$ cat config.mk
export PLATFORM = sky130hd
export DESIGN_NAME = bct_fac_div
export DESIGN_NICKNAME = d
export VERILOG_FILES = /design/src/rtl/core/bezier_curve_tessellator_assert.svh /design/src/rtl/core/bct_pkg.sv /design/src/rtl/core/bct_fac_div.sv
export SDC_FILE = /design/constraint.sdc
export NUM_CORES = 1
export LEC_CHECK = 0
export BUFFER_PORTS_ARGS = -buffer_cell sky130_fd_sc_hd__buf_2
export CORE_MARGIN = 8
export CORE_UTILIZATION = 57
export CTS_BUF_LIST = sky130_fd_sc_hd__clkbuf_8 sky130_fd_sc_hd__clkbuf_16
export CTS_CLUSTER_SIZE = 28
export DETAILED_ROUTE_END_ITERATION = 6
export PLACE_DENSITY_LB_ADDON = 0.05
export SYNTH_ARGS = -nofsm -noshare
export SYNTH_HDL_FRONTEND = slang
export SYNTH_SLANG_ARGS = --single-unit
$ cat constraint.sdc
create_clock -name clk -period 3.8 [get_ports clk]
set_clock_uncertainty 0.05 [all_clocks]
set_input_delay 0.95 -clock clk [delete_from_list [all_inputs] [get_ports clk]]
set_output_delay 0.95 -clock clk [all_outputs]
set_load 0.05 [all_outputs]
$ cat src/rtl/core/bezier_curve_tessellator_assert.svh
// ----------------------------------------------------------------------------
// Bezier curve tessellator assertion macros
// Concurrent checks; bodies collapse to nothing for synthesis.
// ----------------------------------------------------------------------------
`ifndef BEZIER_CURVE_TESSELLATOR_ASSERT_SVH
`define BEZIER_CURVE_TESSELLATOR_ASSERT_SVH
`ifndef SYNTHESIS
`define BCT_ASSERT_IMPL(lbl, clk, rst, pre, post) \
  lbl: assert property (@(posedge clk) disable iff (rst) (pre) |-> (post)) \
    else $error("same-cycle check failed");
`define BCT_ASSERT_NEXT(lbl, clk, rst, pre, post) \
  lbl: assert property (@(posedge clk) disable iff (rst) (pre) |=> (post)) \
    else $error("next-cycle check failed");
`else
`define BCT_ASSERT_IMPL(lbl, clk, rst, pre, post)
`define BCT_ASSERT_NEXT(lbl, clk, rst, pre, post)
`endif
`endif

$ cat src/rtl/core/bct_pkg.sv
// ----------------------------------------------------------------------------
// Bezier curve tessellator package
// Shared widths, reset values and inter-module structs.
// ----------------------------------------------------------------------------
package bct_pkg;

  localparam int COORD_WIDTH_DEF   = 16;
  localparam int FAC_FRAC_BITS_DEF = 16;

  localparam int SEG_W    = 7;
  localparam int IDX_W    = 6;
  localparam int REM_W    = SEG_W + 1;
  localparam int MAX_SEGS = 64;

  localparam logic [SEG_W-1:0] SEG_RESET = SEG_W'(8);

  typedef struct packed {
    logic [IDX_W-1:0] index;
    logic             last;
    logic             cubic;
  } tag_t;

  typedef struct packed {
    logic active;
    logic issue_last;
  } seq_status_t;

endpackage

$ cat src/rtl/core/bct_fac_div.sv
// ----------------------------------------------------------------------------
// Step divider
// Restoring division of 2^F by the divisor (the interval count), one quotient bit a cycle.
// ----------------------------------------------------------------------------
module bct_fac_div import bct_pkg::*; #(
  parameter int F = FAC_FRAC_BITS_DEF
) (
  input  logic             clk,
  input  logic             rst,
  input  logic             start,
  input  logic [SEG_W-1:0] divisor,
  output logic             busy,
  output logic [F-1:0]     quot,
  output logic [SEG_W-1:0] rem_out
);

  localparam int CNT_W = $clog2(F + 2);

  logic [CNT_W-1:0] cnt;
  logic [REM_W-1:0] rem;
  logic [F:0]       q;
  logic [REM_W-1:0] trial;
  logic             fit;

  assign trial   = {rem[REM_W-2:0], (cnt == CNT_W'(F + 1))};
  assign fit     = trial >= {1'b0, divisor};
  assign quot    = q[F-1:0];
  assign rem_out = rem[SEG_W-1:0];

  always_ff @(posedge clk) begin
    if (rst) begin
      busy <= 1'b0;
      cnt  <= '0;
    end else if (start) begin
      busy <= 1'b1;
      cnt  <= CNT_W'(F + 1);
    end else if (busy) begin
      busy <= (cnt != CNT_W'(1));
      cnt  <= cnt - CNT_W'(1);
    end
  end

  always_ff @(posedge clk) begin
    if (start) begin
      rem <= '0;
      q   <= '0;
    end else if (busy) begin
      rem <= fit ? (trial - {1'b0, divisor}) : trial;
      q   <= {q[F-1:0], fit};
    end
  end

endmodule

# Word-level counts from Yosys, hierarchy flattened
# Cells that the tools add are included.
[classes]
add_sub_neg = 2
multipliers = 0
div = 0
magnitude_cmp = 1
n_eq_ne = 2
n_shift = 0
muxes = 5
bitwise = 0
n_reduce_logical = 2
[op_table]
columns = ["op", "n"]
rows = [
  ["2-to-1 mux 5 bit", 2],
  [">= comparator 8 x 7 -> 1 bit", 1],
  ["2-to-1 mux 7 bit", 1],
  ["subtractor 7 bit", 1],
  ["equality test 5 bit, second input constant", 1],
  ["!= test 5 x 1 -> 1 bit, second input constant", 1],
  ["subtractor 5 x 1 -> 5 bit, second input constant", 1],
  ["2-to-1 mux 1 bit", 2],
  ["nonzero test 2 bit", 1],
  ["OR reduction 2 bit", 1],
]
[word_totals]
regBits = 29
latch_bits = 0
ram_bits = 0
rom_bits = 0
output_inout_bits = 24
elab_cells = 17
mem_count = 0

# Logic depth before layout (Yosys ltp)
[logic_depth]
word_depth = 3
depth_mapped = 11
mapped_depth_nobuf = 10

# Worst setup path after synthesis
# Ideal clock, no wire load.
[synth_timing]
kind = "input -> register"
startpoint = "input divisor[0]"
endpoint = "register rem[5]"
arrival_time_ps = 2518
t_required_ps = 3662
setup_slack_ps = 1144
cell_stages = 8
cell_sequence = "ha_1 -> fa_1 -> nand2b_1 -> a211oi_2 -> nor3_2 -> buf_6 -> a31o_1 -> a311oi_2"
[synth_between]
elab_chain_cells = 2
[synth_rtl]
columns = ["element", "line_no", "source"]
rows = [
  ["start, declared", "bct_fac_div.sv:11", "input logic [SEG_W-1:0] divisor,"],
  ["subtractor 7 bit / >= comparator 8 x 7 -> 1 bit (equally long branches)", "bct_fac_div.sv:48, bct_fac_div.sv:26", ""],
  ["2-to-1 mux 7 bit (*)", "bct_fac_div.sv:48", "rem <= fit ? (trial - {1'b0, divisor}) : trial;"],
  ["end signal, assigned", "bct_fac_div.sv:48", ""],
  ["end, declared", "bct_fac_div.sv:20", "logic [REM_W-1:0] rem;"],
]
# Mark *: on every way between the ends. The rest lies on a longest branch, timed or not.
# A chain may end at the register's enable or synchronous reset.

# Worst setup path after layout
[layout_timing]
startpoint = "input divisor[5]"
endpoint = "register rem[0]"
[layout_between]
elab_chain_cells = 2
[layout_rtl]
columns = ["element", "line_no", "source"]
rows = [
  [">= comparator 8 x 7 -> 1 bit", "bct_fac_div.sv:26", "assign fit = trial >= {1'b0, divisor};"],
  ["2-to-1 mux 7 bit", "bct_fac_div.sv:48", ""],
]
# Every way passes these cells.

==> results by group <==
Run status
  • Status: completed

Timing
  • Fmax: 0.364 GHz
  • Count of pins over their slew limit: 0
  • Setup TNS: 0 ns
  • Final Hold Fails: 0
  • Period utilization: 0.722
  • Final setup viols: 0
  • Final worst path period need: 2.74 ns
  • Relative slew margins: 0.516
  • RSZ-0062 raised after global routing: false
  • Worst-Margin Slew: 0.722 ns

Critical path
  • CP top delay family: simple AND/OR/NAND/NOR gates
  • Setup crit start kind: input port
  • Largest stage delay, worst path: 0.62 ns
  • Slowest cell on the critical path: nor3_2
  • CP Max Fanout: 11
  • Kind of critical path: in2reg
  • WP data arrival: 2.89 ns
  • Reg2Reg Setup Slack: 1.07 ns
  • Worst EP required: 3.95 ns
  • Worst setup EP type: flop
  • Buf+Inv Stages, Crit Path: 2
  • Critical-path cell list: buf_2 -> inv_1 -> ha_1 -> a21oi_1 -> o21ai_1 -> nor3_2 -> mux2_1 -> a211oi_2

Finish
  • Final Util: 0.709
  • Most frequent cells in the layout: nor2_1, buf_2, dfxtp_1
  • ANT cells: 0
  • Final #Nets: 224
  • Sequential cell area: 582 µm²
  • Area grow syn2layout: 16.8%
  • Commonest non-fill, non-tap cell in the layout: nor2_1
  • Multi-input gate area: 870 µm²
  • Layout cell share with drive strength beyond 1: 0.230
  • Non-Filler Instances: 234
  • FILL cells: 223

GRT
  • Gr usage total: 0.147
  • Number of global-route vias before repair: 1,193
  • Largest net degree at the start of global routing: 42
  • Initial antenna violation count: 0
  • Remaining Overflow, GRT: 0
  • Global-route wire length before repair: 5250 µm

Worst hold path
  • Min-delay worst type: reg2reg

Synthesis
  • Largest family of logic cells by synthesized area: simple AND/OR/NAND/NOR gates
  • Synth top area share: 0.379
  • Post-Syn Area: 1530 µm²
  • Synth Area in Simple Gates: 0.185
  • Mapped Avg Cell Area: 8.96 µm²
  • Gate Count Post-Synth: 171
  • Number of synthesized register bits: 29
  • Post-synthesis adder-cell area fraction: 0.0866
  • Asr flop ratio synth: 0
  • Ys flop type: dfxtp_1
  • Compound-Gate Fraction of Synth Area: 0.125
  • Sequential share of the synthesized area: 0.379
  • Mux share of post-synthesis cell area: 0.132
  • Most area-consuming cells after synthesis: dfxtp_1, mux2i_1, nor2_1
  • Area leader, netlist: dfxtp_1
  • Post-synth EDFFs: 0
  • Yosys Warn Count: 0
  • Post-Synth XOR/XNOR Area: 0.0400
  • Post-synth cell types: 38
  • Synthesized net count: 191

Floorplanning
  • Number of top-level pins: 34
  • Die width: 67.8 µm
  • Die Footprint: 4600 µm²
  • Core area: 2520 µm²
  • Initial Utilization: 0.607
  • DIE HEIGHT: 67.8 µm
  • Cell Rows: 18

Detailed routing
  • Vias: 1,285
  • Vias per std cell: 5.49
  • Routed WL per cell: 13.6 µm
  • DRT Pass-1 Iters: 4
  • DR iter-0 viols: 124
  • Final wirelength: 3180 µm
  • Antenna viol nets, final: 0
  • DRC Markers: 0

Clock tree
  • Post-CTS Setup Bufs: 0
  • Post-CTS Hold Buffers: 0
  • CTS Buf Count: 5
  • CTS tree: done
  • CTS clk-pin slew, worst paths: 0.05 ns
  • Sink Count: 29
  • CTS Root Cell: clkbuf_8
  • Max H-tree Level: 2
  • Clock buffer depth: 2
  • Clock Latency Late Sink: 0.28 ns
  • Post-cts sizing count: 0

Power
  • Design Power: 0.000766 W
  • Pwr dens: 428 nW/µm²
  • Pleak: 0.827 nW
  • Peak supply drop: 385 µV

Placement
  • Placed cells: 227
  • GPL Wtd Cong: 0.932
  • Port Buf Inserts: 33
  • HPWL Detailed: 2280 µm

Flow run
  • Max-Cap Viols: 0
==> cell usage after synthesis, types with 2 or more instances <==
cell,instances
nor4b_1,2
a311oi_2,2
a211oi_1,3
buf_1,2
buf_2,2
nor2b_1,3
clkbuf_1,3
xnor2_1,4
nand3_1,2
ha_1,9
nor2_1,36
nand2_1,5
a21o_1,2
nor3_1,6
inv_1,10
dfxtp_1,29
a21oi_1,5
mux2i_1,19
a211oi_2,2
nand2b_1,2
a31oi_1,2
xor2_1,3
o21ai_0,3
==> metrics by stage <==
step	hold slack [ns]	worst slack, ns	area, µm²
4_1_cts	0.449	1.05	1790
5_1_grt	0.465	0.810	1790
3_5_place_dp	0.434	0.766	1700
6_report	0.448	1.06	1790
2_1_floorplan	0.419	1.14	1530
3_3_place_gp	0.418	0.831	1700
==> sequential cells by signal, summed over array words and instances, names as in the netlist <==
signal / flops
q: 16
rem: 7
cnt: 5
busy: 1
==> worst register-to-register path: cells and delay by family, from the launching register on <==
family / cells / cell delay [ns]
compound gates: 2 / 0.29
fa+ha+maj: 3 / 0.58
buf+inv: 1 / 0.07
flops: 1 / 0.35
mux: 1 / 0.40
simple gates: 3 / 0.90
==> report_power, final <==
group	internal (W)	leakage, nW	total, W	switching (W)
sequential	0.000317	0.236	0.000329	0.0000119
combinational	0.0000705	0.542	0.000191	0.000121
clock	0.000140	0.0485	0.000245	0.000105
==> routing by layer <==
metal / wire, µm / GRT usage / share of wire
met3: 241 / 0.0686 / 0.076
met1: 1440 / 0.181 / 0.45
met5: 0 / 0 / 0
met4: 8 / 0.0537 / 0.0025
met2: 1490 / 0.222 / 0.47
==> final timing paths <==
check | from | end | depth (start not counted)
worst max-delay path | divisor[5] | rem[0] | 8
worst min-delay path | q[15] | q[15] | 2
worst max register to register | cnt[1] | rem[0] | 10
worst min register to register | q[15] | q[15] | 2
==> cell type report <==
class	instances	share of cell area
tap	30	0.0210
clock buffer	6	0.0462
clock inverter	1	0.00210
sequential	29	0.325
multi-input combinational	123	0.486
inverter	11	0.0231
timing repair buffer	34	0.0965
==> cell families (layout without fill, tap and decap cells) <==
family,Yosys count,in the layout
muxes,20,20
buffers and inverters,19,52
adders and majority gates,10,10
DFF,29,29
AOI/OAI and AO/OA,25,25
and+or+nand+nor,61,61
xor gates and xnor gates,7,7
(Power assumes the default switching activity.)
