==> src/rtl/core/bezier_curve_tessellator_assert.svh <==
// ----------------------------------------------------------------------------
// Bezier curve tessellator assertion macros
// Concurrent checks; bodies collapse to nothing for synthesis.
// ----------------------------------------------------------------------------
`ifndef BEZIER_CURVE_TESSELLATOR_ASSERT_SVH
`define BEZIER_CURVE_TESSELLATOR_ASSERT_SVH
`ifndef SYNTHESIS
`define BCT_ASSERT_IMPL(lbl, clk, rst, pre, post) \
  lbl: assert property (@(posedge clk) disable iff (rst) (pre) |-> (post)) \
    else $error("same-cycle check failed");
`define BCT_ASSERT_NEXT(lbl, clk, rst, pre, post) \
  lbl: assert property (@(posedge clk) disable iff (rst) (pre) |=> (post)) \
    else $error("next-cycle check failed");
`else
`define BCT_ASSERT_IMPL(lbl, clk, rst, pre, post)
`define BCT_ASSERT_NEXT(lbl, clk, rst, pre, post)
`endif
`endif

==> src/rtl/core/bct_pkg.sv <==
// ----------------------------------------------------------------------------
// Bezier curve tessellator package
// Shared widths, reset values and inter-module structs.
// ----------------------------------------------------------------------------
package bct_pkg;

  localparam int COORD_WIDTH_DEF   = 16;
  localparam int FAC_FRAC_BITS_DEF = 16;

  localparam int SEG_W    = 7;
  localparam int IDX_W    = 6;
  localparam int REM_W    = SEG_W + 1;
  localparam int MAX_SEGS = 64;

  localparam logic [SEG_W-1:0] SEG_RESET = SEG_W'(8);

  typedef struct packed {
    logic [IDX_W-1:0] index;
    logic             last;
    logic             cubic;
  } tag_t;

  typedef struct packed {
    logic active;
    logic issue_last;
  } seq_status_t;

endpackage

==> src/rtl/core/bct_lerp_level.sv <==
// ----------------------------------------------------------------------------
// Interpolation level
// Three-stage lerp over parallel lanes: difference, multiply, add and clamp.
// ----------------------------------------------------------------------------
module bct_lerp_level import bct_pkg::*; #(
  parameter int W  = COORD_WIDTH_DEF,
  parameter int F  = FAC_FRAC_BITS_DEF,
  parameter int NL = 2
) (
  input  logic                clk,
  input  logic                rst,
  input  logic                in_valid,
  output logic                in_ready,
  input  logic [F-1:0]        in_fac,
  input  tag_t                in_tag,
  input  logic [NL-1:0][W-1:0] in_a,
  input  logic [NL-1:0][W-1:0] in_b,
  output logic                out_valid,
  input  logic                out_ready,
  output logic [F-1:0]        out_fac,
  output tag_t                out_tag,
  output logic [NL-1:0][W-1:0] out_r
);

  logic v0, v1;
  logic rdy0, rdy1, rdy2;
  logic [F-1:0] fac0, fac1;
  tag_t         tag0, tag1;
  logic [NL-1:0][W-1:0]     a0, a1;
  logic [NL-1:0][W:0]       d0;
  logic [NL-1:0][W+F+1:0]   p1;

  assign rdy2     = !out_valid || out_ready;
  assign rdy1     = !v1 || rdy2;
  assign rdy0     = !v0 || rdy1;
  assign in_ready = rdy0;

  always_ff @(posedge clk) begin
    if (rst) begin
      v0        <= 1'b0;
      v1        <= 1'b0;
      out_valid <= 1'b0;
    end else begin
      if (rdy0) begin
        v0 <= in_valid;
      end
      if (rdy1) begin
        v1 <= v0;
      end
      if (rdy2) begin
        out_valid <= v1;
      end
    end
  end

  always_ff @(posedge clk) begin
    if (rdy0) begin
      fac0 <= in_fac;
      tag0 <= in_tag;
      a0   <= in_a;
    end
    if (rdy1) begin
      fac1 <= fac0;
      tag1 <= tag0;
      a1   <= a0;
    end
    if (rdy2) begin
      out_fac <= fac1;
      out_tag <= tag1;
    end
  end

  for (genvar k = 0; k < NL; k++) begin : g_lane
    logic signed [W:0]     diff;
    logic signed [W+F+1:0] prod;
    logic signed [W+1:0]   step;
    logic signed [W+1:0]   sum;
    logic signed [W+1:0]   hi;
    logic signed [W+1:0]   lo;
    logic [W-1:0]          clamped;

    assign diff = $signed({in_b[k][W-1], in_b[k]}) - $signed({in_a[k][W-1], in_a[k]});
    assign prod = $signed(d0[k]) * $signed({1'b0, fac0});
    assign step = $signed(p1[k][W+F+1:F]);
    assign sum  = $signed({{2{a1[k][W-1]}}, a1[k]}) + step;
    assign hi   = $signed({3'b000, {(W-1){1'b1}}});
    assign lo   = $signed({3'b111, {(W-1){1'b0}}});

    always_comb begin
      if (sum > hi) begin
        clamped = hi[W-1:0];
      end else if (sum < lo) begin
        clamped = lo[W-1:0];
      end else begin
        clamped = sum[W-1:0];
      end
    end

    always_ff @(posedge clk) begin
      if (rdy0) begin
        d0[k] <= diff;
      end
      if (rdy1) begin
        p1[k] <= prod;
      end
      if (rdy2) begin
        out_r[k] <= clamped;
      end
    end
  end

endmodule

==> config.mk <==
export PLATFORM = sky130hd
export DESIGN_NAME = bct_lerp_level
export DESIGN_NICKNAME = d
export VERILOG_FILES = /design/src/rtl/core/bezier_curve_tessellator_assert.svh /design/src/rtl/core/bct_pkg.sv /design/src/rtl/core/bct_lerp_level.sv
export SDC_FILE = /design/constraint.sdc
export NUM_CORES = 2
export LEC_CHECK = 0
export ABC_AREA = 1
export BUFFER_PORTS_ARGS = -buffer_cell sky130_fd_sc_hd__buf_2
export CORE_MARGIN = 1
export CORE_UTILIZATION = 40
export DETAILED_ROUTE_END_ITERATION = 8
export SLEW_MARGIN = 25
export SYNTH_ARGS = -nofsm -noshare
export SYNTH_HDL_FRONTEND = slang
export SYNTH_SLANG_ARGS = --single-unit
==> constraint.sdc <==
create_clock -name clk -period 7.5 [get_ports clk]
set_input_delay 0.375 -clock clk [delete_from_list [all_inputs] [get_ports clk]]
set_output_delay 0.375 -clock clk [all_outputs]
set_load 0.02 [all_outputs]
* Word-level counts from Yosys, hierarchy flattened
Cells that the tools add are included.
** Storage, ports and cells
- Flip-flop bits (word level) :: 273
- Bits in latches :: 0
- Memories :: 0
- Output and inout port bits :: 58
- Memory bits (read-only) :: 0
- Bits of input ports :: 92
- Memory bits (writable) :: 0
** Cells by class
- Bitwise operators :: 0
- Order comparisons :: 4
- Shift operators :: 0
- Equality and inequality tests :: 0
- Reductions and logical operators :: 6
- Add/subtract/negate cells :: 4
- Div/mod/pow operators :: 0
- Multiply operators :: 2
- Muxes and demuxes :: 2
** Operator list (count)
- multiplier 17 x 17 -> 34 bit :: 2
- adder 16 x 18 -> 18 bit :: 2
- > comparator 18 x 16 -> 1 bit (second input constant) :: 2
- < comparator 18 x 16 -> 1 bit (second input constant) :: 2
- subtractor 16 x 16 -> 17 bit :: 2
- 2-to-1 mux 16 bit :: 2
- zero test 1 bit :: 3
- logical OR 1 bit :: 3

* Logic depth before layout (Yosys ltp)
- Depth after elaboration :: 4
- Depth in mapped cells :: 28
- Gate-level depth less buffers :: 26

* Worst setup path after synthesis
Ideal clock, no wire load.
- Path kind :: flip-flop to flip-flop
- Start point :: register d0[16] (netlist name)
- End point :: register p1 (netlist bit g_lane[0].step[12]) (data pin)
- Library setup time :: 0.252 ns
- Cell stages (with the launch flop) :: 22
- Buffers on the path :: 2
- Period minus slack after synthesis :: 5.828 ns
- Required time :: 7.248 ns
- Setup slack :: 1.672 ns
- Arrival :: 5.576 ns
- Cell sequence :: edfxtp_1 > clkbuf_1 > clkbuf_1 > nand2_1 > fa_1 > fa_1 > inv_1 > fa_1 > fa_1 > fa_1 > inv_1 > fa_1 > inv_1 > ha_1 > inv_1 > o21ai_0 > or2_2 > o21bai_1 > a21oi_1 > nand2_1 > nand2_1 > nand2_1
** On the way
- Longest elaborated chain between the ends :: 1
** Ends and longest elaborated chain
- start: declaration :: RTL line bct_lerp_level.sv:30 : logic [NL-1:0][W:0] d0;
- start signal: indexed assignment :: RTL line bct_lerp_level.sv:101 : d0[k] <= diff;
- multiplier 17 x 17 -> 34 bit :: RTL line bct_lerp_level.sv:83 : assign prod = $signed(d0[k]) * $signed({1'b0, fac0});
- via g_lane[0].prod[28] :: RTL line bct_lerp_level.sv:75 : logic signed [W+F+1:0] prod;
- end signal: indexed assignment :: RTL line bct_lerp_level.sv:104 : p1[k] <= prod;
- end: declaration :: RTL line bct_lerp_level.sv:31 : logic [NL-1:0][W+F+1:0] p1;
The timed path passes the listed nets, and every way through them passes these cells.
A chain may end at the register's enable or synchronous reset.

* Worst setup path in the final report
- Start point :: register fac0[5]
- End point :: register p1 (netlist bit g_lane[0].step[13]) (data pin)
** On the way
- Longest elaborated chain between the ends :: 1
** Ends and longest elaborated chain
- start: declaration :: RTL line bct_lerp_level.sv:27 : logic [F-1:0] fac0, fac1;
- start signal: assignment :: RTL line bct_lerp_level.sv:58 : fac0 <= in_fac;
- multiplier 17 x 17 -> 34 bit :: RTL line bct_lerp_level.sv:83
- via g_lane[0].prod[29] :: RTL line bct_lerp_level.sv:75
The timed path passes the listed nets, and every way through them passes these cells.

==> results.tsv <==
stage	metric	value	unit
status	status	finished clean	
floorplan	coreArea	82240	µm²
critical_path	crit_fanout	19	
sta	worst_slew_pin_slew	1.067	ns
clocking	clk_pin_slew	0.07	ns
critical_path	end_kind	flip-flop	
logic_synthesis	syn_inst	3945	
sta	period_share	87.77	%
sta	maxSlewViolCount	0	
detailed_routing	antenna_left	0	
clocking	cts_tree	yes	
placed_design	dp_hpwl	67900	µm
sta	fin_ws	0.9174	ns
sta	final-setup-viol-count	0	
logic_synthesis	syn_area_per_cell	8.456	µm²
logic_synthesis	ys_types	35	
clocking	cts.path.max_buffers	3	
global_routing	grt_max_degree	59	
sta	whs	0.02297	ns
global_routing	first_global_vias	25037	
clocking	ctsRootBufferMaster	clkbuf_16	
detailed_routing	wirelength	82630	µm
floorplan	start_util	40.56	%
sta	slew_headroom	28.85	%
detailed_routing	drt-pass1-iter-count	5	
finish	nNetsFinal	4958	
sta	hold_viol_final	0	
finish	drive_gt1_share	6.479	%
logic_synthesis	ys_ff_latch	241	
detailed_routing	drc	0	
logic_synthesis	ys_warn_count	0	
placed_design	dp_slack	0.9866	ns
floorplan	die_w	290.8	µm
logic_synthesis	synth_area	33360	µm²
placed_design	port_buffers	149	
min_path	hold_path.class	in2reg	
global_routing	grt_use_total	20.00	%
detailed_routing	vias_per_cell	4.720	
critical_path	setup.worst_path.class	reg2reg	
sta	fin_setup_tns	0	ns
floorplan	io_pins	150	
finish	area_growth	9.452	%
global_routing	grt_pass1_wl	134300	µm
clocking	cts_sinks	241	
finish	layout_commonest_cell	inv_1	
sta	finalCriticalPeriod	6.583	ns
clocking	htree_levels	1	
global_routing	antenna_found_initial	0	
finish	diodes	0	
detailed_routing	wl_per_cell	16.01	µm
critical_path	worstSetupStartpointType	flip-flop	
sta	clock_skew	0.02710	ns
floorplan	die_h	290.8	µm
floorplan	core.rowCount	105	
global_routing	gr-total-overflow	0	
floorplan	dieArea	84550	µm²
detailed_routing	drt_iter0_drc	1581	
finish	fillers	8029	
logic_synthesis	yosysSeqAreaShare	21.61	%
job	cap_violations	0	
finish	mostFrequentLayoutCells	1131 x inv_1, 1069 x nand2_1, 558 x fa_1	
placed_design	routabilityCongestion	0.9249	
critical_path	cp.arrival	6.87	ns
sta	fmax	151.9	MHz
clocking	cts_buffers	24	
logic_synthesis	syn_nets	4831	
critical_path	cp.required	7.79	ns
detailed_routing	vias	24357	
clocking	clk_latency	0.56	ns
clocking	cts_resized	0	
sta	rsz0062_at_grt	no	
## critical path: stages (launching register included)
cell,delay [ns]
edfxtp_1,1.05
nand2_1,0.24
fa_1,0.57
fa_1,0.68
inv_1,0.19
fa_1,0.49
fa_1,0.51
fa_1,0.49
inv_1,0.05
fa_1,0.47
inv_1,0.04
ha_1,0.35
inv_1,0.13
o21ai_0,0.15
a21o_1,0.21
o21bai_1,0.16
a21oi_1,0.26
nand2_1,0.09
nand2_1,0.06
nand2_1,0.09
## metrics by stage
stage               area, µm²  std cells  utilization, %
global placement        35330       5086           42.95
global route            36510       5160           44.39
detailed placement      35330       5086           42.95
floorplan               33360       3945               -
CTS                     36500       5159           44.38
finish                  36510       5160           44.39
## flip-flops by register name, indices dropped and copies added, names as in the netlist, 8 cells and up
signal       flops
a0              32
a1              32
d0              34
fac0            16
fac1            16
g_lane.step     36
out_fac         16
out_r           32
out_tag          8
tag0             8
tag1             8
## synthesized netlist by cell type (all sizes together)
library cell  number  area (µm²)
edfxtp           238        7147
fa               558       11170
a21boi             1       7.510
o21bai            17       127.6
a211oi             2       15.01
ha               236        2953
a31o               2       17.52
or2                4       25.02
a31oi              5       31.28
buf                4       45.04
a21oi            116       584.3
and2               5       31.28
xor2              52       455.4
nor4               5       31.28
clkbuf           126       473.0
nor3              21       105.1
xnor2             21       183.9
nand3b             8       60.06
nand4             14       87.58
o21a               6       45.04
nor3b              1       7.510
inv             1134        4257
o21ai             47       235.2
nand2           1084        4131
nor2             123       469.2
dfxtp              3       60.06
nand3             94       470.5
o31ai              3       22.52
a21o              11       82.58
and3               4       25.02
## final timing paths
path                  start                  to  slack, ns  cells past startpoint
hold / removal    in_fac[4]             fac0[4]       0.02                      1
setup / recovery    fac0[5]  g_lane[0].step[13]       0.92                     19
hold reg to reg     fac1[1]          out_fac[1]       0.41                      0
setup reg to reg    fac0[5]  g_lane[0].step[13]       0.92                     19
## layout make-up
cell class                      instances  area (µm²)  area share [%]
Clock buffer                           32       651.9           1.785
Clock inverter                         12       226.5          0.6203
Inverter                             1134        4259           11.67
Multi-Input combinational cell       2440       21390           58.57
Sequential cell                       241        7207           19.74
Tap cell                             1070        1339           3.667
Timing Repair Buffer                  231        1441           3.948
## metal layers
layer	wire, µm	up-vias	track usage (%)
li1	-	11761	-
met1	39780	11935	29.58
met2	37580	590	32.09
met3	3996	71	1.675
met4	1267	0	3.949
met5	0	-	0
## kinds of logic (layout without fill, tap and decap cells)
logic type                 count (synthesis)  after routing  synth area share, %
xor gates and xnor gates                  73             73                1.917
DFF                                      241            241                21.61
buffers and inverters                   1264           1409                14.31
AOI/OAI and AO/OA                        210            210                3.503
adders and majority gates                794            794                42.34
and+or+nand+nor                         1363           1363                16.32
## what timing repair did
| item | CTS | global route |
|---|---|---|
| hold buffers | 29 | 0 |
| endpoints found under the hold margin | 30 | 0 |
| setup buffers | 0 | 0 |
| setup endpoints to repair | 0 | 0 |
Power is left out: the tool's default activity adds up to more than one toggle a clock period on the data nets, which glitch-free logic cannot reach.
