$ cat src/rtl/core/bezier_curve_tessellator_assert.svh
// ----------------------------------------------------------------------------
// Bezier curve tessellator assertion macros
// Concurrent checks; bodies collapse to nothing for synthesis.
// ----------------------------------------------------------------------------
`ifndef BEZIER_CURVE_TESSELLATOR_ASSERT_SVH
`define BEZIER_CURVE_TESSELLATOR_ASSERT_SVH
`ifndef SYNTHESIS
`define BCT_ASSERT_IMPL(lbl, clk, rst, pre, post) \
  lbl: assert property (@(posedge clk) disable iff (rst) (pre) |-> (post)) \
    else $error("same-cycle check failed");
`define BCT_ASSERT_NEXT(lbl, clk, rst, pre, post) \
  lbl: assert property (@(posedge clk) disable iff (rst) (pre) |=> (post)) \
    else $error("next-cycle check failed");
`else
`define BCT_ASSERT_IMPL(lbl, clk, rst, pre, post)
`define BCT_ASSERT_NEXT(lbl, clk, rst, pre, post)
`endif
`endif

$ cat src/rtl/core/bct_pkg.sv
// ----------------------------------------------------------------------------
// Bezier curve tessellator package
// Shared widths, reset values and inter-module structs.
// ----------------------------------------------------------------------------
package bct_pkg;

  localparam int COORD_WIDTH_DEF   = 16;
  localparam int FAC_FRAC_BITS_DEF = 16;

  localparam int SEG_W    = 7;
  localparam int IDX_W    = 6;
  localparam int REM_W    = SEG_W + 1;
  localparam int MAX_SEGS = 64;

  localparam logic [SEG_W-1:0] SEG_RESET = SEG_W'(8);

  typedef struct packed {
    logic [IDX_W-1:0] index;
    logic             last;
    logic             cubic;
  } tag_t;

  typedef struct packed {
    logic active;
    logic issue_last;
  } seq_status_t;

endpackage

$ cat src/rtl/core/bct_sequencer.sv
// ----------------------------------------------------------------------------
// Point sequencer
// Holds one curve and issues one point a cycle, while its output is not stalled, with its interpolation factor.
// ----------------------------------------------------------------------------
module bct_sequencer import bct_pkg::*; #(
  parameter int W = COORD_WIDTH_DEF,
  parameter int F = FAC_FRAC_BITS_DEF
) (
  input  logic                 clk,
  input  logic                 rst,
  input  logic                 hold,
  input  logic [SEG_W-1:0]     n,
  input  logic [F-1:0]         q0,
  input  logic [SEG_W-1:0]     r0,
  input  logic                 in_valid,
  output logic                 in_ready,
  input  logic [1:0][W-1:0]    pt_start,
  input  logic [1:0][W-1:0]    pt_end,
  input  logic [1:0][W-1:0]    pt_ca,
  input  logic [1:0][W-1:0]    pt_cb,
  input  logic                 cubic,
  output logic                 out_valid,
  input  logic                 out_ready,
  output logic [F-1:0]         out_fac,
  output tag_t                 out_tag,
  output logic [5:0][W-1:0]    out_a,
  output logic [5:0][W-1:0]    out_b,
  output seq_status_t          status
);

  logic             active;
  logic [1:0][W-1:0] h_p0, h_p1, h_c0, h_c1;
  logic             h_cubic;
  logic [IDX_W-1:0] idx;
  logic [F-1:0]     q;
  logic [SEG_W-1:0] r;

  logic             out_ld;
  logic             issue;
  logic             last_now;
  logic             accept;
  logic [REM_W-1:0] r_sum;
  logic             wrap;
  logic [F-1:0]     q_next;
  logic [SEG_W-1:0] r_next;
  logic [SEG_W-1:0] d;

  assign d        = n + SEG_W'(1);
  assign out_ld   = !out_valid || out_ready;
  assign issue    = active && out_ld;
  assign last_now = (SEG_W'(idx) + SEG_W'(1)) == n;
  assign in_ready = !hold && (!active || (out_ld && last_now));
  assign accept   = in_valid && in_ready;
  assign r_sum    = {1'b0, r} + {1'b0, r0};
  assign wrap     = r_sum >= {1'b0, d};
  assign r_next   = wrap ? SEG_W'(r_sum - {1'b0, d}) : SEG_W'(r_sum);
  assign q_next   = F'({1'b0, q} + {1'b0, q0} + (F + 1)'(wrap));

  assign status.active     = active;
  assign status.issue_last = issue && last_now;

  always_ff @(posedge clk) begin
    if (rst) begin
      active    <= 1'b0;
      out_valid <= 1'b0;
    end else begin
      if (accept) begin
        active <= 1'b1;
      end else if (issue && last_now) begin
        active <= 1'b0;
      end
      if (out_ld) begin
        out_valid <= issue;
      end
    end
  end

  always_ff @(posedge clk) begin
    if (accept) begin
      h_p0    <= pt_start;
      h_p1    <= pt_end;
      h_c0    <= pt_ca;
      h_c1    <= pt_cb;
      h_cubic <= cubic;
      idx     <= '0;
      q       <= q0;
      r       <= r0;
    end else if (issue) begin
      idx <= idx + IDX_W'(1);
      q   <= q_next;
      r   <= r_next;
    end
    if (issue) begin
      out_fac       <= q;
      out_tag.index <= idx;
      out_tag.last  <= last_now;
      out_tag.cubic <= h_cubic;
      for (int c = 0; c < 2; c++) begin
        out_a[3*c]     <= h_p0[c];
        out_b[3*c]     <= h_c0[c];
        out_a[3*c + 1] <= h_c0[c];
        out_b[3*c + 1] <= h_cubic ? h_c1[c] : h_p1[c];
        out_a[3*c + 2] <= h_c1[c];
        out_b[3*c + 2] <= h_p1[c];
      end
    end
  end

endmodule

$ cat config.mk
export PLATFORM = sky130hd
export DESIGN_NAME = bct_sequencer
export DESIGN_NICKNAME = d
export VERILOG_FILES = /design/src/rtl/core/bezier_curve_tessellator_assert.svh /design/src/rtl/core/bct_pkg.sv /design/src/rtl/core/bct_sequencer.sv
export SDC_FILE = /design/constraint.sdc
export NUM_CORES = 1
export LEC_CHECK = 0
export ABC_AREA = 0
export ABC_CLOCK_PERIOD_IN_PS = 8400
export BUFFER_PORTS_ARGS = -buffer_cell sky130_fd_sc_hd__buf_2
export CORE_MARGIN = 2
export CORE_UTILIZATION = 36
export CTS_CLUSTER_SIZE = 30
export DETAILED_ROUTE_END_ITERATION = 12
export SETUP_SLACK_MARGIN = 0.4
export SKIP_LAST_GASP = 1
export SLEW_MARGIN = 20
export SYNTH_ARGS = -nofsm -noshare
export SYNTH_HDL_FRONTEND = slang
export SYNTH_SLANG_ARGS = --single-unit
$ cat constraint.sdc
create_clock -name clk -period 8.4 [get_ports clk]
set_input_delay 1.68 -clock clk [delete_from_list [all_inputs] [get_ports clk]]
set_output_delay 1.68 -clock clk [all_outputs]
set_load 0.02 [all_outputs]
* Word-level counts from Yosys, hierarchy flattened
Index checks and enable logic that the tools add are counted.
Storage, ports and cells: register bits after elaboration 344, latch bits 0, bits in writable memories 0, bits in read-only memories 0, input bits 164, output and inout bits 220, word-level logic and storage cells 58, memories kept 0
Cells by class: add/subtract/negate cells 7, multipliers 0, div/mod/pow operators 0, $lt $le $gt $ge 1, eq/ne operators 1, shift operators 0, multiplexer cells 9, bitwise logic cells 0, reductions and logical operators 12
Operator list (count):
- 16-bit two-way mux | 4
- 7-bit two-way mux | 3
- 16-bit by 1-bit adder with 16-bit output | 1
- 16-bit adder | 1
- 7-bit by 7-bit adder with 8-bit output | 1
- 8-bit by 7-bit >= comparator with 1-bit output | 1
- 6-bit by 1-bit adder with 7-bit output (second input constant) | 1
- 7-bit by 1-bit adder with 7-bit output (second input constant) | 1
- 7-bit equality test | 1
- 7-bit subtractor | 1
- 6-bit by 1-bit adder with 6-bit output (second input constant) | 1
- 1-bit logical AND | 5
- 2-bit nonzero test | 2
- 1-bit zero test | 3
- 1-bit logical OR | 2
- 1-bit two-way mux | 2

* Longest topological paths before layout
Gate-level depths: netlist of run 1.
depth in word-level cells 7, depth in mapped cells 22, depth with buffers taken out 22

* Worst setup path after synthesis of run 1
No wires, ideal clock.
path kind input to register, start point in out_ready, end point reg idx[2], library setup time 203 ps, arrival 6124 ps, required time 8197 ps, setup slack 2073 ps, stages 6, path buffers 0, path through nor2b_1 > nand2b_1 > inv_1 > nand2_1 > xor2_1 > nor2_1
Between the ends: elaborated cells between the ends (all ways) 6, those cells by class reduce/logical (6)
RTL lines:
- from (decl) | line bct_sequencer.sv:23 | input logic out_ready,
- 1-bit logical OR | line bct_sequencer.sv:49 | assign out_ld = !out_valid || out_ready;
- 1-bit logical AND | line bct_sequencer.sv:50 | assign issue = active && out_ld;
- via issue | line bct_sequencer.sv:39 | logic issue;
- to (signal assigned) | line bct_sequencer.sv:89 | idx <= idx + IDX_W'(1);
- to (decl) | line bct_sequencer.sv:34 | logic [IDX_W-1:0] idx;
The timed path passes the listed nets, and every way through them passes these cells. A chain may end at the register's enable or synchronous reset.

* Worst setup path in the final report of run 1
start point in r0[0], end point reg q[14], data pin
Between the ends: longest elaborated chain between the ends 5
RTL lines:
- from (decl) | line bct_sequencer.sv:14 | input logic [SEG_W-1:0] r0,
- 7-bit by 7-bit adder with 8-bit output | line bct_sequencer.sv:54 | assign r_sum = {1'b0, r} + {1'b0, r0};
- 8-bit by 7-bit >= comparator with 1-bit output | line bct_sequencer.sv:55 | assign wrap = r_sum >= {1'b0, d};
- 16-bit by 1-bit adder with 16-bit output | line bct_sequencer.sv:57 | assign q_next = F'({1'b0, q} + {1'b0, q0} + (F + 1)'(wrap));
- 16-bit two-way mux | line bct_sequencer.sv:88 | end else if (issue) begin
- 16-bit two-way mux | line bct_sequencer.sv:79 | if (accept) begin
- to (signal assigned) | line bct_sequencer.sv:86 | q <= q0;
- to (signal assigned) | line bct_sequencer.sv:90 | q <= q_next;
- to (decl) | line bct_sequencer.sv:35 | logic [F-1:0] q;
No other way between the ends. The select of a mux whose other input is x is not followed.

==> results of run 1 <==
## through the flow
stage / cells / hold slack (ps) / area (sq um) / total power, W / setup slack [ps]
global placement: 1515 / 401 / 15300 / 0.00306 / 2150
finish: 1587 / 408 / 16500 / 0.00464 / 2610
CTS: 1583 / 407 / 16500 / 0.00471 / 2640
global route: 1583 / 409 / 16500 / 0.00487 / 2180
detailed placement: 1515 / 405 / 15300 / 0.00307 / 2060
floorplan: 711 / 400 / 13100 / 0.00284 / 2070
## cells by family (layout without fill, tap and decap cells)
group	Yosys count	in the layout
xor gates and xnor gates	35	35
adders and majority gates	34	34
and+or+nand+nor	106	106
AOI/OAI and AO/OA	84	84
muxes	40	40
DFF	344	344
other	0	4
buffers and inverters	68	479
## state kept, by name (all words and copies together), names as in the netlist, 8 cells and up
signal and count:
h_c0 32, out_tag 8, out_a 64, h_c1 32, out_b 96, h_p1 32
h_p0 32, out_fac 16, q 16
## power by group through the flow
stage	clock (W)	combinational (W)	sequential (W)
global placement	0	0.000914	0.00214
floorplan	0	0.000653	0.00219
finish	0.00161	0.000921	0.00211
detailed placement	0	0.000925	0.00214
CTS	0.00167	0.000931	0.00211
global route	0.00173	0.00102	0.00212
## layout by cell type (no fill, tap or decap), types with 3 or more instances in the layout
cell and instances:
sky130_fd_sc_hd__nor2_2 7, sky130_fd_sc_hd__a31oi_1 7, sky130_fd_sc_hd__o21a_1 5, sky130_fd_sc_hd__nand2b_1 5, sky130_fd_sc_hd__buf_2 383, sky130_fd_sc_hd__inv_1 21, sky130_fd_sc_hd__clkbuf_16 39, sky130_fd_sc_hd__edfxtp_1 336
sky130_fd_sc_hd__clkinv_1 6, sky130_fd_sc_hd__diode_2 4, sky130_fd_sc_hd__fa_1 4, sky130_fd_sc_hd__clkbuf_1 6, sky130_fd_sc_hd__bufinv_16 3, sky130_fd_sc_hd__a21oi_1 14, sky130_fd_sc_hd__ha_1 30, sky130_fd_sc_hd__nand2_1 26
sky130_fd_sc_hd__nand3_1 9, sky130_fd_sc_hd__mux2i_1 5, sky130_fd_sc_hd__o21ai_0 10, sky130_fd_sc_hd__xor2_1 11, sky130_fd_sc_hd__xnor2_1 24, sky130_fd_sc_hd__nor2b_1 6, sky130_fd_sc_hd__a21o_1 11, sky130_fd_sc_hd__mux2_2 32
sky130_fd_sc_hd__mux2_4 3, sky130_fd_sc_hd__a211oi_1 3, sky130_fd_sc_hd__nor3_1 4, sky130_fd_sc_hd__clkinv_2 9, sky130_fd_sc_hd__nand4_1 5, sky130_fd_sc_hd__a21oi_2 16, sky130_fd_sc_hd__dfxtp_1 8, sky130_fd_sc_hd__nor2_1 32
sky130_fd_sc_hd__buf_4 4
## critical path, cell delays in order
cell                        delay [ps]
sky130_fd_sc_hd__buf_2              90
sky130_fd_sc_hd__ha_1              160
sky130_fd_sc_hd__inv_1              60
sky130_fd_sc_hd__fa_1              400
sky130_fd_sc_hd__inv_1              70
sky130_fd_sc_hd__a21oi_1            60
sky130_fd_sc_hd__o21ai_0           290
sky130_fd_sc_hd__a2111oi_0         150
sky130_fd_sc_hd__nand4b_1          240
sky130_fd_sc_hd__ha_1              230
sky130_fd_sc_hd__a211oi_1          460
sky130_fd_sc_hd__o211ai_4          250
sky130_fd_sc_hd__clkinv_4          110
sky130_fd_sc_hd__fa_1              220
sky130_fd_sc_hd__fa_1              220
sky130_fd_sc_hd__nor2b_1            70
sky130_fd_sc_hd__o31ai_2           250
sky130_fd_sc_hd__a21boi_1          150
sky130_fd_sc_hd__a221o_1           370
sky130_fd_sc_hd__o41ai_2           240
sky130_fd_sc_hd__xor2_1            220
sky130_fd_sc_hd__a21oi_2            70
## metal layers
layer  routed length, um  GRT usage  vias to the layer above
met5                  43          0                        -
met4                 770     0.0627                        6
met3                2450     0.0531                       55
met2               14700      0.266                      285
met1               11800      0.183                     3441
li1                    -          -                     3454
## how the worst min path moves through the flow
stage          depth (start not counted)        end      from  slack, ps
2_1_floorplan                          0   out_a[0]   h_p0[0]        400
3_3_place_gp                           0  out_b[15]  h_c0[15]        400
3_5_place_dp                           0  out_a[13]  h_p0[13]        410
4_1_cts                                0  out_a[53]  h_p0[21]        410
5_1_grt                                0  out_a[53]  h_p0[21]        410
6_report                               0  out_a[53]  h_p0[21]        410
## layout make-up
| cell class | count | area, sq um | share of cell area |
|---|---|---|---|
| Antenna cell | 4 | 10.0 | 0.000607 |
| Clock buffer | 45 | 998 | 0.0606 |
| Clock inverter | 23 | 201 | 0.0122 |
| Inverter | 24 | 108 | 0.00653 |
| Multi-Input combinational cell | 299 | 2390 | 0.145 |
| Sequential cell | 344 | 10200 | 0.622 |
| Tap cell | 461 | 577 | 0.0350 |
| Timing Repair Buffer | 387 | 1950 | 0.118 |
==> results.sh, run 1 <==
export IMPL_status="finished clean"
export IMPL_layout_worst_path_cycle_share=0.689
export IMPL_rows=69
export IMPL_overflow=0
export IMPL_synthDominantAreaCellType="sky130_fd_sc_hd__edfxtp_1"
export IMPL_synth_avg_cell_area_sq_um=18.4
export IMPL_post_synth_xor_area_fraction=0.0234
export IMPL_clkSlewWorstSetupHoldPaths_ps=60
export IMPL_dr_total_vias=7241
export IMPL_synth_enable_flop_cells=336
export IMPL_internal_cell_power_w=0.00339
export IMPL_report_final_hold_viol_count=0
export IMPL_wl_mm=29.8
export IMPL_die_h_um=195
export IMPL_cts_tree="yes"
export IMPL_p_per_area_nw_per_um2=282
export IMPL_global_route_wire_length_before_repair_mm=44.6
export IMPL_routabilityCongestion=0.815
export IMPL_hpwl_mm=21.1
export IMPL_die_width_um=195
export IMPL_total_setup_violations_reported_at_the_end_of_the_flow=0
export IMPL_finalCriticalPeriod_ps=5790
export IMPL_most_numerous_cell_in_the_yosys_netlist="sky130_fd_sc_hd__edfxtp_1"
export IMPL_fp_coreArea_sq_um=35700
export IMPL_drt_iter0_markers=244
export IMPL_finalNetCount=1293
export IMPL_seqPwrFrac=0.454
export IMPL_timing_max_transition_violations_final=0
export IMPL_worst_margin_slew_ps=1030
export IMPL_arrival_ps=6070
export IMPL_post_synth_fa_ha_maj_area_fraction=0.0348
export IMPL_seq_area_frac_synth=0.784
export IMPL_fmax_mhz=173
export IMPL_post_synthesis_net_count=909
export IMPL_postLayoutCoreUtil=0.462
export IMPL_gr_usage_all_layers=0.157
export IMPL_synthFlopType="sky130_fd_sc_hd__edfxtp_1"
export IMPL_syn2layout_area_growth_pct=26.1
export IMPL_rsz0062_at_grt="no"
export IMPL_async_set_reset_flop_share_out_of_synthesis=0
export IMPL_timing_max_slew_rel_slack=0.316
export IMPL_initial_antenna_violation_count=8
export IMPL_path_max_fanout=7
export IMPL_critical_path_class="in -> reg"
export IMPL_cts_htree_levels=2
export IMPL_via_per_inst=4.56
export IMPL_vias_in_the_first_global_route=7474
export IMPL_postSynthRegisterBits=344
export IMPL_netlist_area_leader_share=0.772
export IMPL_ctsLongestPathBuffers=3
export IMPL_drv_max_cap_violation_count=0
export IMPL_buffer_ports_inserted=383
export IMPL_synth_cells=711
export IMPL_worst_r2r_startpoint="r[1]"
export IMPL_drive_gt1_frac=0.457
export IMPL_count_of_hold_fix_buffers_inserted_at_cts=0
export IMPL_synthesis_yosys_warnings=0
export IMPL_ant_nets=0
export IMPL_hp_class="reg -> reg"
export IMPL_synthMuxAreaShare=0.0348
export IMPL_timing_critical_path_to="q[14]"
export IMPL_endpoint_kind="register"
export IMPL_synth_top_cells_by_area="sky130_fd_sc_hd__edfxtp_1, sky130_fd_sc_hd__ha_1, sky130_fd_sc_hd__mux2_2"
export IMPL_die_area_sq_um=37900
export IMPL_start_util=0.367
export IMPL_fillCellCount=3115
export IMPL_compound_cell_area_share_of_the_yosys_netlist=0.0480
export IMPL_worst_r2r_endpoint="q[12]"
export IMPL_r2r_cells=21
export IMPL_postcts_setup_bufs=0
export IMPL_startpoint_type="input port"
export IMPL_r2r_slack_ps=3470
export IMPL_cts_root_buf="sky130_fd_sc_hd__clkbuf_16"
export IMPL_post_route_drc_count=0
export IMPL_finalClockSkew_ps=17.4
export IMPL_share_clk_of_total_power=0.348
export IMPL_worst_vdd_rail_ir_drop_uv=206
export IMPL_cp_startpoint="r0[0]"
export IMPL_netlist_cell_type_count=57
export IMPL_grt_max_degree=115
export IMPL_drtPass1Iterations=4
export IMPL_timing_setup_tns_ps=0
export IMPL_static_leakage_power_nw=6.41
export IMPL_synth_top_family_by_area="compound AO/OA/AOI/OAI gates"
export IMPL_cts_buffers_inserted=39
export IMPL_mappedNetlistArea_sq_um=13100
export IMPL_required_time_of_the_critical_path_ps=8670
export IMPL_ys_top_cells_by_count="sky130_fd_sc_hd__edfxtp_1, sky130_fd_sc_hd__buf_4, sky130_fd_sc_hd__mux2_2, sky130_fd_sc_hd__nor2_1, sky130_fd_sc_hd__ha_1"
export IMPL_cts_resized=0
export IMPL_cts_sink_count=344
export IMPL_p_sw_frac=0.269
export IMPL_netSwitchingPower_w=0.00125
export IMPL_pwr_share_comb=0.198
export IMPL_synth_simple_area_share=0.0410
export IMPL_drt_wirelength_per_cell_um=18.8
export IMPL_ioPinCount=384
export IMPL_clkLatencyLatePin_ps=540
(Power assumes the default switching activity.)
==> run 2, diff against run 1 <==
--- a/config.mk
+++ b/config.mk
@@ -5,8 +5,8 @@
 export SDC_FILE = /design/constraint.sdc
 export NUM_CORES = 1
 export LEC_CHECK = 0
-export ABC_AREA = 0
-export ABC_CLOCK_PERIOD_IN_PS = 8400
+export ABC_AREA = 1
+export ABC_CLOCK_PERIOD_IN_PS = 5650
 export BUFFER_PORTS_ARGS = -buffer_cell sky130_fd_sc_hd__buf_2
 export CORE_MARGIN = 2
 export CORE_UTILIZATION = 36
==> constraint.sdc (replaced) <==
create_clock -name clk -period 5.65 [get_ports clk]
set_input_delay 1.13 -clock clk [delete_from_list [all_inputs] [get_ports clk]]
set_output_delay 1.13 -clock clk [all_outputs]
set_load 0.02 [all_outputs]
==> results.sh, run 2 <==
export IMPL_status="finished clean"
export IMPL_postSynthRegisterBits=344
export IMPL_p_per_area_nw_per_um2=419
export IMPL_rsz0062_at_grt="no"
export IMPL_drt_iter0_markers=408
export IMPL_share_clk_of_total_power=0.340
export IMPL_fmax_mhz=204
export IMPL_min_to="out_a[5]"
export IMPL_final_hold_worst_slack_ps=403
export IMPL_report_final_hold_viol_count=0
export IMPL_global_route_wire_length_before_repair_mm=47.0
export IMPL_gr_usage_all_layers=0.164
export IMPL_cts_root_buf="sky130_fd_sc_hd__clkbuf_16"
export IMPL_clkLatencyLatePin_ps=550
export IMPL_via_per_inst=4.59
export IMPL_r2r_slack_ps=1130
export IMPL_async_set_reset_flop_share_out_of_synthesis=0
export IMPL_most_numerous_cell_in_the_yosys_netlist="sky130_fd_sc_hd__edfxtp_1"
export IMPL_post_synthesis_net_count=1039
export IMPL_ctsLongestPathBuffers=3
export IMPL_startpoint_type="input port"
export IMPL_postcts_setup_bufs=0
export IMPL_critical_path_class="in -> reg"
export IMPL_synthFlopType="sky130_fd_sc_hd__edfxtp_1"
export IMPL_cts_tree="yes"
export IMPL_cts_sink_count=344
export IMPL_multi_input_combinational_cell_area_sq_um=2430
export IMPL_internal_cell_power_w=0.00502
export IMPL_finalCriticalPeriod_ps=4890
export IMPL_drive_gt1_frac=0.392
export IMPL_worst_margin_slew_ps=902
export IMPL_post_route_drc_count=0
export IMPL_mostFrequentLayoutCell="sky130_fd_sc_hd__buf_2"
export IMPL_arrival_ps=5200
export IMPL_wl_mm=32.0
export IMPL_worst_vdd_rail_ir_drop_uv=367
export IMPL_netlist_area_leader_share=0.762
export IMPL_path_max_fanout=8
export IMPL_finalNetCount=1423
export IMPL_regMostFlops="out_b"
export IMPL_postLayoutCoreUtil=0.460
export IMPL_layout_top_registers="out_b: 96 flops, out_a: 64 flops"
export IMPL_cts_htree_levels=2
export IMPL_netSwitchingPower_w=0.00199
export IMPL_total_setup_violations_reported_at_the_end_of_the_flow=0
export IMPL_initial_antenna_violation_count=10
export IMPL_synthDominantAreaCellType="sky130_fd_sc_hd__edfxtp_1"
export IMPL_ant_nets=0
export IMPL_synth_top_cells_by_area="sky130_fd_sc_hd__edfxtp_1, sky130_fd_sc_hd__nand2_1, sky130_fd_sc_hd__ha_1"
export IMPL_pwr_share_comb=0.213
export IMPL_drv_max_cap_violation_count=0
export IMPL_layout_common_cells="sky130_fd_sc_hd__buf_2, sky130_fd_sc_hd__edfxtp_1, sky130_fd_sc_hd__nand2_1"
export IMPL_ys_top_cells_by_count="sky130_fd_sc_hd__edfxtp_1, sky130_fd_sc_hd__nand2_1, sky130_fd_sc_hd__inv_1, sky130_fd_sc_hd__nand4_1, sky130_fd_sc_hd__buf_4"
export IMPL_mappedNetlistArea_sq_um=13200
export IMPL_synthesis_yosys_warnings=0
export IMPL_timing_max_slew_rel_slack=0.399
export IMPL_cts_resized=0
export IMPL_ioPinCount=384
export IMPL_seqPwrFrac=0.447
export IMPL_drtPass1Iterations=4
export IMPL_static_leakage_power_nw=6.88
export IMPL_endpoint_kind="register"
export IMPL_sequential_cell_area_sq_um=10200
export IMPL_largest_reg_flops=96
export IMPL_syn2layout_area_growth_pct=26.5
export IMPL_worst_r2r_startpoint="r[0]"
export IMPL_worst_hold_startpoint="h_p0[5]"
export IMPL_overflow=0
export IMPL_drt_wirelength_per_cell_um=18.6
export IMPL_buffer_ports_inserted=383
export IMPL_seq_area_frac_synth=0.774
export IMPL_synth_avg_cell_area_sq_um=15.7
export IMPL_r2r_cells=26
export IMPL_finalClockSkew_ps=19.3
export IMPL_routabilityCongestion=0.827
export IMPL_rows=70
export IMPL_clkSlewWorstSetupHoldPaths_ps=60
export IMPL_worst_r2r_endpoint="q[14]"
export IMPL_synth_enable_flop_cells=336
export IMPL_hp_class="reg -> reg"
export IMPL_layout_worst_path_cycle_share=0.866
export IMPL_required_time_of_the_critical_path_ps=5950
export IMPL_p_sw_frac=0.284
export IMPL_netlist_cell_type_count=34
export IMPL_synth_cells=841
export IMPL_die_width_um=196
export IMPL_hpwl_mm=23.1
export IMPL_cts_buffers_inserted=37
export IMPL_die_area_sq_um=38300
export IMPL_dr_total_vias=7879
export IMPL_fp_coreArea_sq_um=36400
export IMPL_whs_path_depth=0
export IMPL_grt_max_degree=116
export IMPL_count_of_hold_fix_buffers_inserted_at_cts=0
export IMPL_die_h_um=196
export IMPL_timing_max_transition_violations_final=0
export IMPL_vias_in_the_first_global_route=7935
export IMPL_start_util=0.363
export IMPL_fillCellCount=3255
-- run 2: cell count changes after synthesis, sizes merged, moves of 5 or more --
cell,before,now
a21o,11,4
a21oi,31,25
a31oi,7,1
inv,23,68
mux2i,5,0
nand2,27,143
nand2b,5,0
nand3,9,37
nand4,5,36
nor2,39,18
nor2b,6,0
xnor2,24,11
xor2,11,16
-- run 2: cell families (layout without fill, tap and decap cells) --
logic type               count (synthesis)  after routing  share of synthesized area
multiplexers                            32             32                     0.0272
buffers and inverters                  116            522                     0.0445
AO/OA/AOI/OAI                           46             46                     0.0189
AND/OR/NAND/NOR                        242            242                     0.0832
adder cells (fa/ha/maj)                 34             34                     0.0344
other                                    0              2                          0
XOR/XNOR                                27             27                     0.0179
flip-flops                             344            344                      0.774
-- run 2: cell type report --
class,instances,share of cell area
clock inverter,17,0.0141
multi-input combinational,381,0.145
timing repair buffer,392,0.120
antenna,2,0.000299
inverter,69,0.0162
sequential,344,0.612
clock buffer,44,0.0575
tap,468,0.0350
-- run 2: metal layers --
metal	global-route usage	wire, um	up-vias
met4	0.0578	729	6
met3	0.0576	2760	55
met1	0.179	11800	3728
li1	-	-	3793
met2	0.297	16700	297
met5	0	44	-
-- run 2: worst max-delay path by stage --
stage	from	endpoint	slack, ps	cells after the start
floorplan	out_ready	status[0]	-900	6
finish	r0[0]	q[14]	760	27
global route	r0[0]	q[14]	400	27
global placement	r0[0]	q[14]	210	27
CTS	r0[0]	q[14]	720	27
detailed placement	r0[0]	q[14]	140	27
-- run 2: worst max-delay path: stages --
cell and delay (ps):
sky130_fd_sc_hd__buf_2 90, sky130_fd_sc_hd__ha_1 190, sky130_fd_sc_hd__inv_1 70, sky130_fd_sc_hd__fa_1 400, sky130_fd_sc_hd__inv_1 100, sky130_fd_sc_hd__nand3_1 90, sky130_fd_sc_hd__nand2_1 90, sky130_fd_sc_hd__xnor2_1 110
sky130_fd_sc_hd__inv_1 80, sky130_fd_sc_hd__ha_1 350, sky130_fd_sc_hd__nand2_1 90, sky130_fd_sc_hd__inv_1 70, sky130_fd_sc_hd__nand3_1 70, sky130_fd_sc_hd__nand3_1 100, sky130_fd_sc_hd__o21ai_1 200, sky130_fd_sc_hd__nand3_2 220
sky130_fd_sc_hd__inv_1 80, sky130_fd_sc_hd__fa_1 420, sky130_fd_sc_hd__fa_1 430, sky130_fd_sc_hd__o21ai_1 220, sky130_fd_sc_hd__nand3_1 100, sky130_fd_sc_hd__nand2_1 140, sky130_fd_sc_hd__nand3_1 110, sky130_fd_sc_hd__nand3_1 100
sky130_fd_sc_hd__nand2_1 50, sky130_fd_sc_hd__nand2_1 60, sky130_fd_sc_hd__nand2_1 50
-- run 2: power by group through the flow --
| stage | Clock [W] | Sequential, W | Combinational, W |
|---|---|---|---|
| after floorplan | 0 | 0.00326 | 0.00100 |
| after global placement | 0 | 0.00318 | 0.00149 |
| after detailed placement | 0 | 0.00319 | 0.00149 |
| after CTS | 0.00247 | 0.00314 | 0.00151 |
| after global routing | 0.00255 | 0.00316 | 0.00169 |
| final | 0.00238 | 0.00313 | 0.00149 |
-- run 2: metrics by stage --
step / area, sq um / std cells / power, W / setup slack (ps) / TNS [ps]
after floorplan: 13300 / 841 / 0.00427 / -901 / -15660
after global placement: 15500 / 1654 / 0.00468 / 208 / 0
after detailed placement: 15500 / 1654 / 0.00468 / 136 / 0
after CTS: 16700 / 1715 / 0.00711 / 725 / 0
after global routing: 16700 / 1716 / 0.00739 / 401 / 0
final: 16700 / 1717 / 0.00701 / 759 / 0
==> run 3, diff against run 2 <==
--- a/config.mk
+++ b/config.mk
@@ -6,12 +6,13 @@
 export NUM_CORES = 1
 export LEC_CHECK = 0
 export ABC_AREA = 1
-export ABC_CLOCK_PERIOD_IN_PS = 5650
+export ABC_CLOCK_PERIOD_IN_PS = 6130
 export BUFFER_PORTS_ARGS = -buffer_cell sky130_fd_sc_hd__buf_2
 export CORE_MARGIN = 2
 export CORE_UTILIZATION = 36
 export CTS_CLUSTER_SIZE = 30
 export DETAILED_ROUTE_END_ITERATION = 12
+export PLACE_DENSITY = 0.59
 export SETUP_SLACK_MARGIN = 0.4
 export SKIP_LAST_GASP = 1
 export SLEW_MARGIN = 20
==> constraint.sdc (replaced) <==
create_clock -name clk -period 6.13 [get_ports clk]
set_input_delay 1.226 -clock clk [delete_from_list [all_inputs] [get_ports clk]]
set_output_delay 1.226 -clock clk [all_outputs]
set_load 0.02 [all_outputs]
==> results.sh, run 3 (synthesis gave the netlist of run 2 again) <==
export IMPL_worst_margin_slew_ps=1010
export IMPL_p_per_area_nw_per_um2=388
export IMPL_hp_class="reg -> reg"
export IMPL_ant_nets=0
export IMPL_cts_tree="yes"
export IMPL_postcts_setup_bufs=0
export IMPL_layout_top_registers="out_b: 96 flops, out_a: 64 flops"
export IMPL_vias_in_the_first_global_route=8043
export IMPL_worst_hold_startpoint="h_p0[16]"
export IMPL_timing_max_transition_violations_final=0
export IMPL_finalCriticalPeriod_ps=5140
export IMPL_fmax_mhz=195
export IMPL_ctsLongestPathBuffers=3
export IMPL_syn2layout_area_growth_pct=26.6
export IMPL_grt_max_degree=76
export IMPL_rows=70
export IMPL_worst_r2r_startpoint="r[0]"
export IMPL_hpwl_mm=22.8
export IMPL_initial_antenna_violation_count=7
export IMPL_fp_coreArea_sq_um=36400
export IMPL_ioPinCount=384
export IMPL_cp_slowest_cell="sky130_fd_sc_hd__fa_1"
export IMPL_finalNetCount=1425
export IMPL_die_width_um=196
export IMPL_via_per_inst=4.65
export IMPL_total_setup_violations_reported_at_the_end_of_the_flow=0
export IMPL_buffer_ports_inserted=383
export IMPL_drt_iter0_markers=306
export IMPL_report_final_hold_viol_count=0
export IMPL_drtPass1Iterations=5
export IMPL_endpoint_kind="register"
export IMPL_largest_reg_flops=96
export IMPL_post_route_drc_count=0
export IMPL_cts_resized=0
export IMPL_regMostFlops="out_b"
export IMPL_layout_worst_path_cycle_share=0.839
export IMPL_wl_mm=32.0
export IMPL_cts_root_buf="sky130_fd_sc_hd__clkbuf_16"
export IMPL_layout_common_cells="sky130_fd_sc_hd__buf_2, sky130_fd_sc_hd__edfxtp_1, sky130_fd_sc_hd__nand2_1"
export IMPL_arrival_ps=5420
export IMPL_cts_buffers_inserted=39
export IMPL_routabilityCongestion=0.849
export IMPL_dr_total_vias=8019
export IMPL_drv_max_cap_violation_count=0
export IMPL_timing_critical_path_max_delay_family="adder cells"
export IMPL_post_layout_total_power_w=0.00650
export IMPL_global_route_wire_length_before_repair_mm=47.2
export IMPL_cpPeakStageDelay_ps=420
export IMPL_critical_path_class="in -> reg"
export IMPL_drive_gt1_frac=0.393
export IMPL_path_max_fanout=8
export IMPL_clkSlewWorstSetupHoldPaths_ps=60
export IMPL_cts_sink_count=344
export IMPL_rsz0062_at_grt="no"
export IMPL_static_leakage_power_nw=6.90
export IMPL_gr_usage_all_layers=0.164
export IMPL_worst_vdd_rail_ir_drop_uv=269
export IMPL_count_of_hold_fix_buffers_inserted_at_cts=0
export IMPL_overflow=0
export IMPL_final_hold_worst_slack_ps=405
export IMPL_cp_buffers_inverters=6
export IMPL_startpoint_type="input port"
export IMPL_start_util=0.363
export IMPL_finalClockSkew_ps=20.1
export IMPL_die_area_sq_um=38300
export IMPL_cts_htree_levels=2
export IMPL_status="finished clean"
export IMPL_drt_wirelength_per_cell_um=18.5
export IMPL_cp_startpoint="r0[0]"
export IMPL_timing_max_slew_rel_slack=0.329
export IMPL_required_time_of_the_critical_path_ps=6410
export IMPL_die_h_um=196
export IMPL_clkLatencyLatePin_ps=550
export IMPL_fillCellCount=3272
export IMPL_mostFrequentLayoutCell="sky130_fd_sc_hd__buf_2"
## run 3: path summary, 6_finish.rpt
kind                             endpoint  slack, ps  cells past startpoint
worst min register to register  out_a[48]        410                      0
worst max register to register      q[10]       1450                     25
worst min-delay path            out_a[48]        410                      0
worst max-delay path                q[10]        990                     26
## run 3: final cells by class
class | count | area [sq um] | share of cell area
Tap cell | 468 | 586 | 0.0349
Clock inverter | 24 | 221 | 0.0132
Inverter | 69 | 277 | 0.0165
Multi-Input combinational cell | 381 | 2430 | 0.145
Clock buffer | 46 | 1000 | 0.0598
Antenna cell | 1 | 2.50 | 0.000149
Timing Repair Buffer | 392 | 2000 | 0.119
Sequential cell | 344 | 10200 | 0.611
## run 3: worst reg2reg max path: cells and delay by family, from the launching register on
kind	cells	cell delay, ps
adder cells (fa/ha/maj)	5	1800
AO/OA/AOI/OAI	3	600
XOR/XNOR	2	250
AND/OR/NAND/NOR	10	1060
flip-flops	1	320
buffers and inverters	5	400
## run 3: per-layer routing
layer | up-vias | wire length [um] | global-route usage
met5 | - | 84 | 0
met4 | 12 | 815 | 0.0570
met3 | 67 | 2720 | 0.0548
met2 | 312 | 15900 | 0.286
met1 | 3820 | 12400 | 0.188
li1 | 3808 | - | -
## run 3: metrics by stage
stage	TNS, ps	std cells	util	worst slack [ps]	cell area (sq um)
after detailed placement	0	1654	0.426	509	15500
after CTS	0	1724	0.460	1080	16800
after global placement	0	1654	0.426	610	15500
after global routing	0	1724	0.460	705	16800
final	0	1725	0.460	989	16800
after floorplan	-6540	841	-	-613	13300
## run 3: power by group
group | switching [W] | internal [W]
Clock | 0.000923 | 0.00131
Combinational | 0.000874 | 0.000508
Sequential | 0.0000688 | 0.00282
Total | 0.00187 | 0.00464
